## src/rtl/core/fmqd_pkg.sv

```systemverilog
// Package for the FM quadrature discriminator.
// Holds fixed-point constants, sequencer control structs and the CORDIC
// arctangent table. No dependencies.
`default_nettype none

package fmqd_pkg;

  // default field widths
  localparam int SAMPLE_WIDTH_DEF = 24;
  localparam int PHASE_WIDTH_DEF  = 16;

  // angle accumulator: 2^TURN_BITS per full turn
  localparam int TURN_BITS    = 32;
  localparam int CORDIC_STEPS = 32;
  localparam int CORDIC_IDX_W = $clog2(CORDIC_STEPS);

  // normalised vector lies in [2^(NORM_BITS-1), 2^NORM_BITS)
  localparam int NORM_BITS = 40;

  // normaliser step index: coarse steps then one final right shift
  localparam int NORM_IDX_W  = 3;
  localparam int NORM_COARSE = 6;

  // sequencer counter and last counts of each phase
  localparam int                  CNT_W     = 5;
  localparam logic [CNT_W-1:0]    MUL_LAST  = CNT_W'(3);
  localparam logic [CNT_W-1:0]    NORM_LAST = CNT_W'(NORM_COARSE + 1);
  localparam logic [CNT_W-1:0]    ROT_LAST  = CNT_W'(CORDIC_STEPS - 1);

  // complex multiply steps, one partial product each
  typedef enum logic [1:0] {
    MS_RE_II = 2'd0,  // re  = ci * pi
    MS_RE_QQ = 2'd1,  // re += cq * pq
    MS_IM_QI = 2'd2,  // im  = cq * pi
    MS_IM_IQ = 2'd3   // im -= ci * pq
  } mul_step_t;

  typedef struct packed {
    logic                  load;
    logic                  step;
    logic [NORM_IDX_W-1:0] idx;
  } norm_ctl_t;

  typedef struct packed {
    logic                    en;
    logic                    first;
    logic [CORDIC_IDX_W-1:0] k;
  } cordic_ctl_t;

  // arctan(2^-k), 2^32 per turn, rounded to nearest
  function automatic logic [TURN_BITS-1:0] atan_entry(input logic [CORDIC_IDX_W-1:0] k);
    logic [TURN_BITS-1:0] v;
    case (k)
      5'd0:    v = 32'h20000000;
      5'd1:    v = 32'h12E4051E;
      5'd2:    v = 32'h09FB385B;
      5'd3:    v = 32'h051111D4;
      5'd4:    v = 32'h028B0D43;
      5'd5:    v = 32'h0145D7E1;
      5'd6:    v = 32'h00A2F61E;
      5'd7:    v = 32'h00517C55;
      5'd8:    v = 32'h0028BE53;
      5'd9:    v = 32'h00145F2F;
      5'd10:   v = 32'h000A2F98;
      5'd11:   v = 32'h000517CC;
      5'd12:   v = 32'h00028BE6;
      5'd13:   v = 32'h000145F3;
      5'd14:   v = 32'h0000A2FA;
      5'd15:   v = 32'h0000517D;
      5'd16:   v = 32'h000028BE;
      5'd17:   v = 32'h0000145F;
      5'd18:   v = 32'h00000A30;
      5'd19:   v = 32'h00000518;
      5'd20:   v = 32'h0000028C;
      5'd21:   v = 32'h00000146;
      5'd22:   v = 32'h000000A3;
      5'd23:   v = 32'h00000051;
      5'd24:   v = 32'h00000029;
      5'd25:   v = 32'h00000014;
      5'd26:   v = 32'h0000000A;
      5'd27:   v = 32'h00000005;
      5'd28:   v = 32'h00000003;
      5'd29:   v = 32'h00000001;
      5'd30:   v = 32'h00000001;
      default: v = 32'h00000000;
    endcase
    return v;
  endfunction

endpackage

`default_nettype wire

```

## src/rtl/core/fmqd_cmul.sv

```systemverilog
// Complex multiply by the conjugate of the previous sample.
// One shared multiplier, four partial products, one per step.
// Depends on fmqd_pkg.
`default_nettype none

module fmqd_cmul #(
  parameter int SAMPLE_WIDTH = fmqd_pkg::SAMPLE_WIDTH_DEF
) (
  input  logic                          clk,
  input  logic                          en,
  input  fmqd_pkg::mul_step_t           step,
  input  logic signed [SAMPLE_WIDTH-1:0] cur_i,
  input  logic signed [SAMPLE_WIDTH-1:0] cur_q,
  input  logic signed [SAMPLE_WIDTH-1:0] prev_i,
  input  logic signed [SAMPLE_WIDTH-1:0] prev_q,
  output logic signed [2*SAMPLE_WIDTH:0] re,
  output logic signed [2*SAMPLE_WIDTH:0] im
);
  import fmqd_pkg::*;

  localparam int ACC_W = 2 * SAMPLE_WIDTH + 1;

  logic signed [SAMPLE_WIDTH-1:0]   op_a;
  logic signed [SAMPLE_WIDTH-1:0]   op_b;
  logic signed [2*SAMPLE_WIDTH-1:0] prod;

  // operand select per step
  always_comb begin
    case (step)
      MS_RE_II: begin op_a = cur_i; op_b = prev_i; end
      MS_RE_QQ: begin op_a = cur_q; op_b = prev_q; end
      MS_IM_QI: begin op_a = cur_q; op_b = prev_i; end
      MS_IM_IQ: begin op_a = cur_i; op_b = prev_q; end
      default:  begin op_a = cur_i; op_b = prev_i; end
    endcase
  end

  assign prod = op_a * op_b;

  // accumulate into real and imaginary parts
  always_ff @(posedge clk) begin
    if (en) begin
      case (step)
        MS_RE_II: re <= ACC_W'(prod);
        MS_RE_QQ: re <= re + ACC_W'(prod);
        MS_IM_QI: im <= ACC_W'(prod);
        MS_IM_IQ: im <= im - ACC_W'(prod);
        default:  re <= re;
      endcase
    end
  end

endmodule

`default_nettype wire

```

## src/rtl/core/fmqd_norm.sv

```systemverilog
// Block-floating normaliser for the product magnitudes.
// Binary shift search, one compare and shift per cycle while step is set; depends on fmqd_pkg.
`default_nettype none

module fmqd_norm #(
  parameter int SAMPLE_WIDTH = fmqd_pkg::SAMPLE_WIDTH_DEF
) (
  input  logic                                clk,
  input  fmqd_pkg::norm_ctl_t                 ctl,
  input  logic [2*SAMPLE_WIDTH-1:0]           mag_re,
  input  logic [2*SAMPLE_WIDTH-1:0]           mag_im,
  output logic [fmqd_pkg::NORM_BITS-1:0]      norm_x,
  output logic [fmqd_pkg::NORM_BITS-1:0]      norm_y
);
  import fmqd_pkg::*;

  localparam int MAG_W = (2 * SAMPLE_WIDTH > NORM_BITS) ? 2 * SAMPLE_WIDTH : NORM_BITS;

  logic [MAG_W-1:0] x;
  logic [MAG_W-1:0] y;
  logic             go_right;

  logic [MAG_W-1:0] or_v;
  logic [MAG_W-1:0] ld_or;
  logic [5:0]       sh;
  logic [6:0]       lim;
  logic             do_shift;

  assign or_v  = x | y;
  assign ld_or = MAG_W'(mag_re) | MAG_W'(mag_im);
  assign sh    = 6'd32 >> ctl.idx;
  assign lim   = 7'(NORM_BITS) - 7'(sh);

  // shift decision: bit length of x|y equals that of max(x, y)
  always_comb begin
    if (ctl.idx == NORM_IDX_W'(NORM_COARSE)) begin
      do_shift = go_right;
    end else if (go_right) begin
      do_shift = ((or_v >> sh) >> NORM_BITS) != '0;
    end else begin
      do_shift = (or_v >> lim) == '0;
    end
  end

  always_ff @(posedge clk) begin
    if (ctl.load) begin
      x        <= MAG_W'(mag_re);
      y        <= MAG_W'(mag_im);
      go_right <= (ld_or >> NORM_BITS) != '0;
    end else if (ctl.step && do_shift) begin
      if (ctl.idx == NORM_IDX_W'(NORM_COARSE)) begin
        x <= x >> 1;
        y <= y >> 1;
      end else if (go_right) begin
        x <= x >> sh;
        y <= y >> sh;
      end else begin
        x <= x << sh;
        y <= y << sh;
      end
    end
  end

  assign norm_x = x[NORM_BITS-1:0];
  assign norm_y = y[NORM_BITS-1:0];

endmodule

`default_nettype wire

```

## src/rtl/core/fmqd_cordic.sv

```systemverilog
// Vectoring CORDIC, one micro-rotation per cycle while enabled.
// Shared add/subtract and shift datapath; depends on fmqd_pkg.
`default_nettype none

module fmqd_cordic (
  input  logic                                  clk,
  input  fmqd_pkg::cordic_ctl_t                 ctl,
  input  logic [fmqd_pkg::NORM_BITS-1:0]        norm_x,
  input  logic [fmqd_pkg::NORM_BITS-1:0]        norm_y,
  output logic signed [fmqd_pkg::TURN_BITS+1:0] angle
);
  import fmqd_pkg::*;

  // headroom for CORDIC gain and sign of y
  localparam int XY_W = NORM_BITS + 3;
  localparam int Z_W  = TURN_BITS + 2;

  logic signed [XY_W-1:0] x;
  logic signed [XY_W-1:0] y;
  logic signed [Z_W-1:0]  z;

  logic signed [XY_W-1:0] x_cur;
  logic signed [XY_W-1:0] y_cur;
  logic signed [Z_W-1:0]  z_cur;
  logic signed [XY_W-1:0] dx;
  logic signed [XY_W-1:0] dy;
  logic signed [Z_W-1:0]  dz;

  // first rotation takes the normalised vector straight in
  assign x_cur = ctl.first ? $signed({3'b000, norm_x}) : x;
  assign y_cur = ctl.first ? $signed({3'b000, norm_y}) : y;
  assign z_cur = ctl.first ? '0 : z;
  assign dx    = y_cur >>> ctl.k;
  assign dy    = x_cur >>> ctl.k;
  assign dz    = $signed({2'b00, atan_entry(ctl.k)});

  always_ff @(posedge clk) begin
    if (ctl.en) begin
      if (!y_cur[XY_W-1]) begin
        x <= x_cur + dx;
        y <= y_cur - dy;
        z <= z_cur + dz;
      end else begin
        x <= x_cur - dx;
        y <= y_cur + dy;
        z <= z_cur - dz;
      end
    end
  end

  assign angle = z;

endmodule

`default_nettype wire

```

## src/rtl/core/fm_quadrature_discriminator.sv

```systemverilog
// FM quadrature discriminator: angle of current sample times conj(previous).
// Sequence per input beat: complex multiply, normalise, CORDIC rotation, finish;
// no new beat is taken until the sequencer is back in idle after the finish.
// A new input beat is taken while a finished result still waits at the output.
// Synchronous reset clears the sequencer, output valid and the previous sample.
`default_nettype none

module fm_quadrature_discriminator #(
  parameter int SAMPLE_WIDTH = fmqd_pkg::SAMPLE_WIDTH_DEF,
  parameter int PHASE_WIDTH  = fmqd_pkg::PHASE_WIDTH_DEF
) (
  input  logic                           clk,
  input  logic                           rst,
  input  logic                           in_valid,
  output logic                           in_ready,
  input  logic signed [SAMPLE_WIDTH-1:0] in_i,
  input  logic signed [SAMPLE_WIDTH-1:0] in_q,
  output logic                           out_valid,
  input  logic                           out_ready,
  output logic signed [PHASE_WIDTH-1:0]  phase_delta
);
  import fmqd_pkg::*;

  localparam int ACC_W = 2 * SAMPLE_WIDTH + 1;
  localparam int ANG_W = TURN_BITS + 3;

  localparam logic signed [ANG_W-1:0] ANG_ONE = ANG_W'(1);
  localparam logic signed [ANG_W-1:0] ANG_PI  = ANG_ONE <<< (TURN_BITS - 1);
  localparam logic signed [ANG_W-1:0] ANG_QTR = ANG_ONE <<< (TURN_BITS - 2);
  localparam logic signed [ANG_W-1:0] ANG_RND = ANG_ONE <<< (TURN_BITS - PHASE_WIDTH - 1);

  typedef enum logic [4:0] {
    S_IDLE = 5'b00001,
    S_MUL  = 5'b00010,
    S_NORM = 5'b00100,
    S_ROT  = 5'b01000,
    S_DONE = 5'b10000
  } state_t;

  state_t           state;
  logic [CNT_W-1:0] cnt;

  logic signed [SAMPLE_WIDTH-1:0] cur_i;
  logic signed [SAMPLE_WIDTH-1:0] cur_q;
  logic signed [SAMPLE_WIDTH-1:0] last_i;
  logic signed [SAMPLE_WIDTH-1:0] last_q;

  logic signed [ACC_W-1:0]          re;
  logic signed [ACC_W-1:0]          im;
  logic [ACC_W-1:0]                 re_abs;
  logic [ACC_W-1:0]                 im_abs;
  logic [NORM_BITS-1:0]             norm_x;
  logic [NORM_BITS-1:0]             norm_y;
  logic signed [TURN_BITS+1:0]      z;
  norm_ctl_t                        nctl;
  cordic_ctl_t                      cctl;

  logic                    in_beat;
  logic                    finish;
  logic signed [ANG_W-1:0] quad;
  logic signed [ANG_W-1:0] ang;
  logic signed [ANG_W-1:0] rnd;

  assign in_ready = (state == S_IDLE);
  assign in_beat  = in_valid && in_ready;
  assign finish   = (state == S_DONE) && (!out_valid || out_ready);

  // sequencer
  always_ff @(posedge clk) begin
    if (rst) begin
      state <= S_IDLE;
      cnt   <= '0;
    end else begin
      case (state)
        S_IDLE: begin
          cnt <= '0;
          if (in_valid) state <= S_MUL;
        end
        S_MUL: begin
          cnt <= (cnt == MUL_LAST) ? '0 : cnt + 1'b1;
          if (cnt == MUL_LAST) state <= S_NORM;
        end
        S_NORM: begin
          cnt <= (cnt == NORM_LAST) ? '0 : cnt + 1'b1;
          if (cnt == NORM_LAST) state <= S_ROT;
        end
        S_ROT: begin
          cnt <= (cnt == ROT_LAST) ? '0 : cnt + 1'b1;
          if (cnt == ROT_LAST) state <= S_DONE;
        end
        S_DONE: begin
          cnt <= '0;
          if (finish) state <= S_IDLE;
        end
        default: begin
          state <= S_IDLE;
          cnt   <= '0;
        end
      endcase
    end
  end

  // current sample capture and previous-sample state
  always_ff @(posedge clk) begin
    if (in_beat) begin
      cur_i <= in_i;
      cur_q <= in_q;
    end
  end

  always_ff @(posedge clk) begin
    if (rst) begin
      last_i <= '0;
      last_q <= '0;
    end else if (finish) begin
      last_i <= cur_i;
      last_q <= cur_q;
    end
  end

  fmqd_cmul #(
    .SAMPLE_WIDTH(SAMPLE_WIDTH)
  ) u_cmul (
    .clk   (clk),
    .en    (state == S_MUL),
    .step  (mul_step_t'(cnt[1:0])),
    .cur_i (cur_i),
    .cur_q (cur_q),
    .prev_i(last_i),
    .prev_q(last_q),
    .re    (re),
    .im    (im)
  );

  // magnitudes of the product parts
  assign re_abs = re[ACC_W-1] ? (~re + 1'b1) : re;
  assign im_abs = im[ACC_W-1] ? (~im + 1'b1) : im;

  always_comb begin
    nctl.load = (state == S_NORM) && (cnt == '0);
    nctl.step = (state == S_NORM) && (cnt != '0);
    nctl.idx  = NORM_IDX_W'(cnt - 1'b1);
  end

  fmqd_norm #(
    .SAMPLE_WIDTH(SAMPLE_WIDTH)
  ) u_norm (
    .clk   (clk),
    .ctl   (nctl),
    .mag_re(re_abs[2*SAMPLE_WIDTH-1:0]),
    .mag_im(im_abs[2*SAMPLE_WIDTH-1:0]),
    .norm_x(norm_x),
    .norm_y(norm_y)
  );

  always_comb begin
    cctl.en    = (state == S_ROT);
    cctl.first = (cnt == '0);
    cctl.k     = cnt[CORDIC_IDX_W-1:0];
  end

  fmqd_cordic u_cordic (
    .clk   (clk),
    .ctl   (cctl),
    .norm_x(norm_x),
    .norm_y(norm_y),
    .angle (z)
  );

  // quadrant fold-out; pure real and pure imaginary take exact angles
  always_comb begin
    if (im == '0)      quad = '0;
    else if (re == '0) quad = ANG_QTR;
    else               quad = ANG_W'(z);
    case ({re[ACC_W-1], im[ACC_W-1]})
      2'b10:   ang = ANG_PI - quad;
      2'b11:   ang = quad - ANG_PI;
      2'b01:   ang = -quad;
      default: ang = quad;
    endcase
    if (re == '0 && im == '0) ang = '0;
    rnd = (ang + ANG_RND) >>> (TURN_BITS - PHASE_WIDTH);
  end

  // output register
  always_ff @(posedge clk) begin
    if (rst) begin
      out_valid <= 1'b0;
    end else if (finish) begin
      out_valid <= 1'b1;
    end else if (out_ready) begin
      out_valid <= 1'b0;
    end
  end

  always_ff @(posedge clk) begin
    if (finish) phase_delta <= rnd[PHASE_WIDTH-1:0];
  end

  // checks
  a_out_from_done: assert property (@(posedge clk) disable iff (rst)
    $rose(out_valid) |-> $past(state == S_DONE))
    else $error("output valid rose outside finish");

  a_beat_starts_mul: assert property (@(posedge clk) disable iff (rst)
    in_beat |=> (state == S_MUL) && (cnt == '0))
    else $error("input beat did not start multiply");

  a_rot_after_norm: assert property (@(posedge clk) disable iff (rst)
    (state == S_ROT) && (cnt == '0) |-> $past(state == S_NORM) && $past(cnt == NORM_LAST))
    else $error("CORDIC started without full normalisation");

  a_no_stall_overwrite: assert property (@(posedge clk) disable iff (rst)
    out_valid && !out_ready |=> out_valid)
    else $error("pending result dropped");

endmodule

`default_nettype wire

```

## config.mk

```make
export PLATFORM = sky130hd
export DESIGN_NAME = fm_quadrature_discriminator
export DESIGN_NICKNAME = d
export VERILOG_FILES = /design/src/rtl/core/fmqd_pkg.sv /design/src/rtl/core/fmqd_cmul.sv /design/src/rtl/core/fmqd_norm.sv /design/src/rtl/core/fmqd_cordic.sv /design/src/rtl/core/fm_quadrature_discriminator.sv
export SDC_FILE = /design/constraint.sdc
export NUM_CORES = 2
export LEC_CHECK = 0
export BUFFER_PORTS_ARGS = -buffer_cell sky130_fd_sc_hd__buf_2
export CAP_MARGIN = 20
export CORE_UTILIZATION = 35
export CTS_BUF_LIST = sky130_fd_sc_hd__clkbuf_4 sky130_fd_sc_hd__clkbuf_8
export CTS_CLUSTER_DIAMETER = 150
export DETAILED_ROUTE_END_ITERATION = 8
export PLACE_DENSITY_LB_ADDON = 0.15
export SYNTH_ARGS = -nofsm -noshare
export SYNTH_HDL_FRONTEND = slang
export SYNTH_SLANG_ARGS = --single-unit
```

## constraint.sdc

```tcl
create_clock -name clk -period 18.1 [get_ports clk]
set_clock_uncertainty 0.2 [all_clocks]
set_input_delay 4.525 -clock clk [delete_from_list [all_inputs] [get_ports clk]]
set_output_delay 4.525 -clock clk [all_outputs]
set_load 0.02 [all_outputs]
```

== Word level (Yosys, flattened, before mapping) ==
Memory sizes are Yosys's and may differ from the RTL's. A register that Yosys moved wholly into a read port is not among the register bits.
Cells that the tools add are included.

* Bits in writable memories: 0
* Output and inout port bits: 18
* Memories: 1
* Memory bits (read-only): 960
* Bits in registers: 438
* Input port bits: 52
* Latch bits: 0

{| class="wikitable"
|+ Memories
! memory !! words !! width !! read ports !! clocked after Yosys merged registers in !! write ports !! line !! source
|-
| (name not given) || 32 || 30 || 1 || 1 || 0 || fmqd_pkg.sv:53 || <nowiki>case (k)</nowiki>
|}

* Magnitude comparators: 0
* Eq/ne operators: 20
* Muxes and demuxes: 39
* Reduce and logical (&&, ||, !) cells: 27
* Shift-type cells: 9
* Div/mod/pow operators: 0
* Bitwise gates (word level): 4
* $mul: 1
* Add/subtract/negate cells: 17

{| class="wikitable"
|+ Operators with widths
! kind !! count
|-
| $mux W48 || 10
|-
| $pmux W49 S2 || 2
|-
| $mux W43 || 4
|-
| $shr A48 B6 Y48 || 3
|-
| $logic_not A49 Y1 || 2
|-
| $add A48 B1 Y48 const B || 2
|-
| $mux W32 || 3
|-
| $not A48 Y48 || 2
|-
| $or A48 B48 Y48 || 2
|-
| $pmux W24 S2 || 2
|-
| $pmux W32 S3 || 1
|-
| $reduce_bool A48 Y1 || 2
|-
| $shl A48 B6 Y48 || 2
|-
| $add A43 B43 Y43 || 2
|-
| $sshr A43 B5 Y43 || 2
|-
| $sub A43 B43 Y43 || 2
|-
| $mux W34 || 2
|-
| $add A49 B48 Y49 || 1
|-
| $sub A49 B48 Y49 || 1
|-
| $logic_not A48 Y1 || 1
|-
| $mul A24 B24 Y48 || 1
|-
| $shr A48 B7 Y48 || 1
|-
| $mux W5 || 9
|-
| $add A34 B33 Y34 || 1
|-
| 32 further kinds || 57
|}

== Depth between registers and ports, before layout ==
* Word-level depth: 10
* Gate-level depth with buffers: 56
* Depth with buffers taken out: 49

== Hierarchy ==
Synthesis repeated with hierarchy kept, for this count alone.

* Cells, all modules: 9449
* Area, all modules: 78706.7 sq um

{| class="wikitable"
|+ By module, submodules not included
! module !! instances !! cells each !! area an instance (sq um)
|-
| fmqd_cmul || 1 || 3521 || 31352.6
|-
| fmqd_cordic || 1 || 2587 || 22455.3
|-
| fmqd_norm || 1 || 2524 || 17573.1
|-
| fm_quadrature_discriminator || 1 || 817 || 7325.8
|}

== Worst setup path after synthesis ==
OpenSTA, ideal clock, no wires.

* Path kind: register -> register
* From: reg cnt[0]
* To: reg u_cmul.im[48] (data pin)
* Data required time: 17.642 ns
* Clock period less this slack: 13.859 ns
* Data arrival time: 13.401 ns
* Library setup time: 0.258 ns
* Setup slack: 4.241 ns
* Path buffers: 8
* Cell stages (with the launch flop): 56
* Cells stage by stage: dfxtp_1 clkbuf_1 inv_2 buf_1 clkbuf_1 buf_1 ha_1 clkbuf_1 buf_1 buf_1 mux2i_1 clkbuf_1 nor2_1 fa_1 inv_1 fa_1 inv_1 fa_1 [20 not listed] ha_1 a211o_1 o211ai_1 a21oi_1 a21oi_1 o21ai_0 a31oi_1 a41oi_1 o211a_1 a311oi_1 o211ai_1 a22oi_1 maj3_1 maj3_1 a21oi_1 a311oi_1 mux2i_1 xnor2_1

* Longest elaborated chain between the ends: 6

{| class="wikitable"
|+ Ends and longest elaborated chain
! item !! line !! source
|-
| start, declared || fm_quadrature_discriminator.sv:41 || <nowiki>logic [CNT_W-1:0] cnt;</nowiki>
|-
| start signal, assigned || fm_quadrature_discriminator.sv:80 || <nowiki>cnt <= (cnt == MUL_LAST) ? '0 : cnt + 1'b1;</nowiki>
|-
| start signal, assigned || fm_quadrature_discriminator.sv:84 || <nowiki>cnt <= (cnt == NORM_LAST) ? '0 : cnt + 1'b1;</nowiki>
|-
| start signal, assigned || fm_quadrature_discriminator.sv:88 || <nowiki>cnt <= (cnt == ROT_LAST) ? '0 : cnt + 1'b1;</nowiki>
|-
| $eq A2 B2 Y1, or another cell as far along || fmqd_cmul.sv:29, fmqd_cmul.sv:43 ||
|-
| $reduce_or A2 Y1 (no source line) || - ||
|-
| $pmux W24 S2 || fmqd_cmul.sv:29 || <nowiki>case (step)</nowiki>
|-
| $mul A24 B24 Y48 || fmqd_cmul.sv:38 || <nowiki>assign prod = op_a * op_b;</nowiki>
|-
| $sub A49 B48 Y49 || fmqd_cmul.sv:47 || <nowiki>MS_IM_IQ: im <= im - ACC_W'(prod);</nowiki>
|-
| $pmux W49 S2 * || fmqd_cmul.sv:43 || <nowiki>case (step)</nowiki>
|-
| end signal, assigned || fmqd_cmul.sv:46 || <nowiki>MS_IM_QI: im <= ACC_W'(prod);</nowiki>
|-
| end signal, assigned || fmqd_cmul.sv:47 ||
|-
| end, declared || fmqd_cmul.sv:17 || <nowiki>output logic signed [2*SAMPLE_WIDTH:0] im</nowiki>
|}

Mark *: on every way between the ends. The rest lies on a longest branch, timed or not.
A chain may end at the register's enable or synchronous reset.

== Final worst setup path ==
Ends and elaborated chain as after synthesis.

==> results_dict.tcl <==
set metrics [dict create \
    status "finished clean" \
    final_max_slew_viol_count 0 \
    place_hpwl_um 227000 \
    grt_max_degree 79 \
    drtIter0Drc 6597 \
    syn_avg_cell_area_sq_um 8.17 \
    postRouteWirelength_um 291000 \
    rsz0062_at_grt "no" \
    fin_cells 11223 \
    endpoint_kind "register" \
    drc_errors 0 \
    syn_area_sq_mm 0.0709 \
    worstSetupPathType "register to register" \
    initial_core_util_pct 35.4 \
    synthCells 8679 \
    finalSetupViolCount 0 \
    tightest_slew_ns 1.18 \
    coreArea_sq_mm 0.200 \
    rows 164 \
    grt_use_total_pct 27.9 \
    grt_pass1_vias 64202 \
    worstHoldPathType "register to register" \
    wire_per_inst_um 26.0 \
    ant_nets 0 \
    timing.critical_path.slowest_cell_delay_ns 0.66 \
    numCtsBuffers 98 \
    vias_per_cell 5.83 \
    fin_crit_sh_pct 79.7 \
    clkTransAtPathRegs_ns 0.06 \
    multi_input_area_sq_mm 0.0527 \
    synthFlopType "edfxtp_1" \
    clock_latency_ns 0.89 \
    peakVddDrop_mv 0.0566 \
    crit_slowest_cell "buf_4" \
    root_buffer "clkbuf_8" \
    synth_top_area_cell "fa_1" \
    gp_congestion 1.02 \
    syn_nets 9703 \
    async_flop_share_pct 0 \
    synth_commonest_cells "nand2_1, inv_1, nor2_1" \
    yosysSeqAreaShare_pct 18.5 \
    htree_levels 3 \
    critPathLaunch "cnt[0]" \
    dp.cells 11027 \
    cts_tree "yes" \
    post_cts_buffers 0 \
    max_freq_mhz 69.3 \
    yosysUniqueCellTypes 95 \
    vias 65470 \
    seqCellArea_sq_mm 0.0131 \
    r2r_start "cnt[0]" \
    port-buffer-count 69 \
    grt_pass1_wl_um 429000 \
    p_per_area_mw_per_mm2 43.0 \
    fin_total_pwr_mw 3.27 \
    cts_resized 0 \
    fillers 20785 \
    min_from "last_q[5]" \
    nNetsFinal 9500 \
    slew_headroom_pct 21.2 \
    synth_edf_count 377 \
    finalHoldWorstSlack_ns 0.253 \
    synth_area_leaders "fa_1, edfxtp_1, nand2_1" \
    startpoint_type "register" \
    ctsHoldBuffers 0 \
    die-width_um 452 \
    yosys_warnings 0 \
    io_pins 70 \
    drt-pass1-iter-count 8 \
    max_cap_violations 0 \
    grt_antenna_before_repair 13 \
    synth_most_common_cell "nand2_1" \
    post-route-min-period_ns 14.43 \
    crit_required_ns 18.47 \
    drive_gt1_share_pct 7.84 \
    synthToLayoutAreaGrowth_pct 7.28 \
    grt_overflow 0 \
    timing.critical_path.fanout_max 51 \
    cpMostUsedCell "fa_1" \
    die_area_sq_mm 0.204 \
    die_h_um 452 \
    setup_tns_ns 0 \
    cts_sinks 466 \
    synth-seq-cells 466 \
    hold_viol 0 \
    cp.arrival_ns 14.80 \
    p_leak_nw 33.0 \
    clock_path_buffers 3 \
    synth_top_area_share_pct 17.3 \
]
-- critical path, delay by kind of cell (launching register included) --
family | cells | cell delay (ns)
adder cells (fa/ha/maj) | 12 | 5.41
AO/OA/AOI/OAI | 21 | 4.33
buffers and inverters | 10 | 2.40
multiplexers | 2 | 0.53
AND/OR/NAND/NOR | 3 | 0.49
XOR/XNOR | 2 | 0.41
flip-flops | 1 | 0.31
-- cells by family after synthesis --
logic type	Yosys count	share of synthesized area, %
buffers and inverters	1389	7.51
muxes	532	9.36
adders and majority gates	977	23.7
and+or+nand+nor	2710	16.7
DFF	466	18.5
AOI/OAI and AO/OA	2125	18.4
xor gates and xnor gates	480	5.93
-- sequential cells by signal, summed over array words and instances, names as in the netlist, 16 cells and up --
name and count:
u_cmul.im 49, last_q 24, last_i 24, u_cmul.re 49, cur_q 24, u_cordic.angle 32, u_cordic.x 43, phase_delta 16
cur_i 24, u_norm.x 48, u_cordic.dz 30, u_cordic.y 43, u_norm.y 48
-- where the power goes --
group          total, mW  switching [mW]  internal [mW]
logic              0.741           0.476          0.265
registers           1.26          0.0476           1.21
clock network       1.27           0.576          0.693
-- routing by layer --
metal | track usage, % | vias up | share of wire, %
met3 | 5.23 | 650 | 7.6
li1 | - | 29612 | -
met1 | 36.1 | 32487 | 41
met4 | 15.2 | 10 | 6.2
met2 | 44.0 | 2711 | 45
met5 | 0 | - | 0.026
-- layout by cell type, fill, tap and decap left out, drive strengths merged, types with 29 or more instances in the layout --
cell / Yosys / layout
a211oi: 68 / 68
a21boi: 47 / 47
a21o: 117 / 117
a21oi: 685 / 685
a221oi: 70 / 70
a22oi: 29 / 29
a31oi: 102 / 102
and2: 102 / 102
and3: 59 / 59
buf: 124 / 232
clkbuf: 412 / 148
clkinv: 6 / 33
dfxtp: 89 / 89
edfxtp: 377 / 377
fa: 612 / 612
ha: 360 / 360
inv: 847 / 850
mux2: 66 / 66
mux2i: 368 / 368
mux4: 98 / 98
nand2: 1233 / 1233
nand2b: 56 / 56
nand3: 147 / 147
nor2: 747 / 747
nor2b: 53 / 53
nor3: 126 / 126
nor4: 39 / 39
o211ai: 83 / 83
o21a: 30 / 30
o21ai: 565 / 565
o21bai: 57 / 57
o221ai: 38 / 38
o22ai: 46 / 46
o31ai: 47 / 47
or2: 30 / 30
or3: 45 / 45
xnor2: 257 / 257
xor2: 223 / 223
-- area by class of cell --
class | count | area share, %
Multi-Input combinational cell | 6824 | 69.3
Sequential cell | 466 | 17.2
Tap cell | 2656 | 4.37
Inverter | 853 | 4.23
Clock buffer | 147 | 2.35
Timing Repair Buffer | 233 | 2.09
Clock inverter | 35 | 0.421
Antenna cell | 9 | 0.0296
-- path summary, 6_finish.rpt --
kind	cells after the start	to	slack, ns
setup / recovery	50	u_cmul.im[48]	3.67
hold / removal	2	last_q[5]	0.25
setup reg to reg	50	u_cmul.im[48]	3.67
hold reg to reg	2	last_q[5]	0.25
-- stage by stage --
step                util, %  setup slack (ns)  instance area [sq um]
finish                 37.9              3.67                  76100
global route           37.9              2.81                  76100
CTS                    37.9              3.63                  76000
detailed placement     36.9              3.74                  73900
global placement       36.9              3.91                  73900
floorplan                 -              4.24                  70900
No activity file was read; power rests on OpenSTA's default activity.
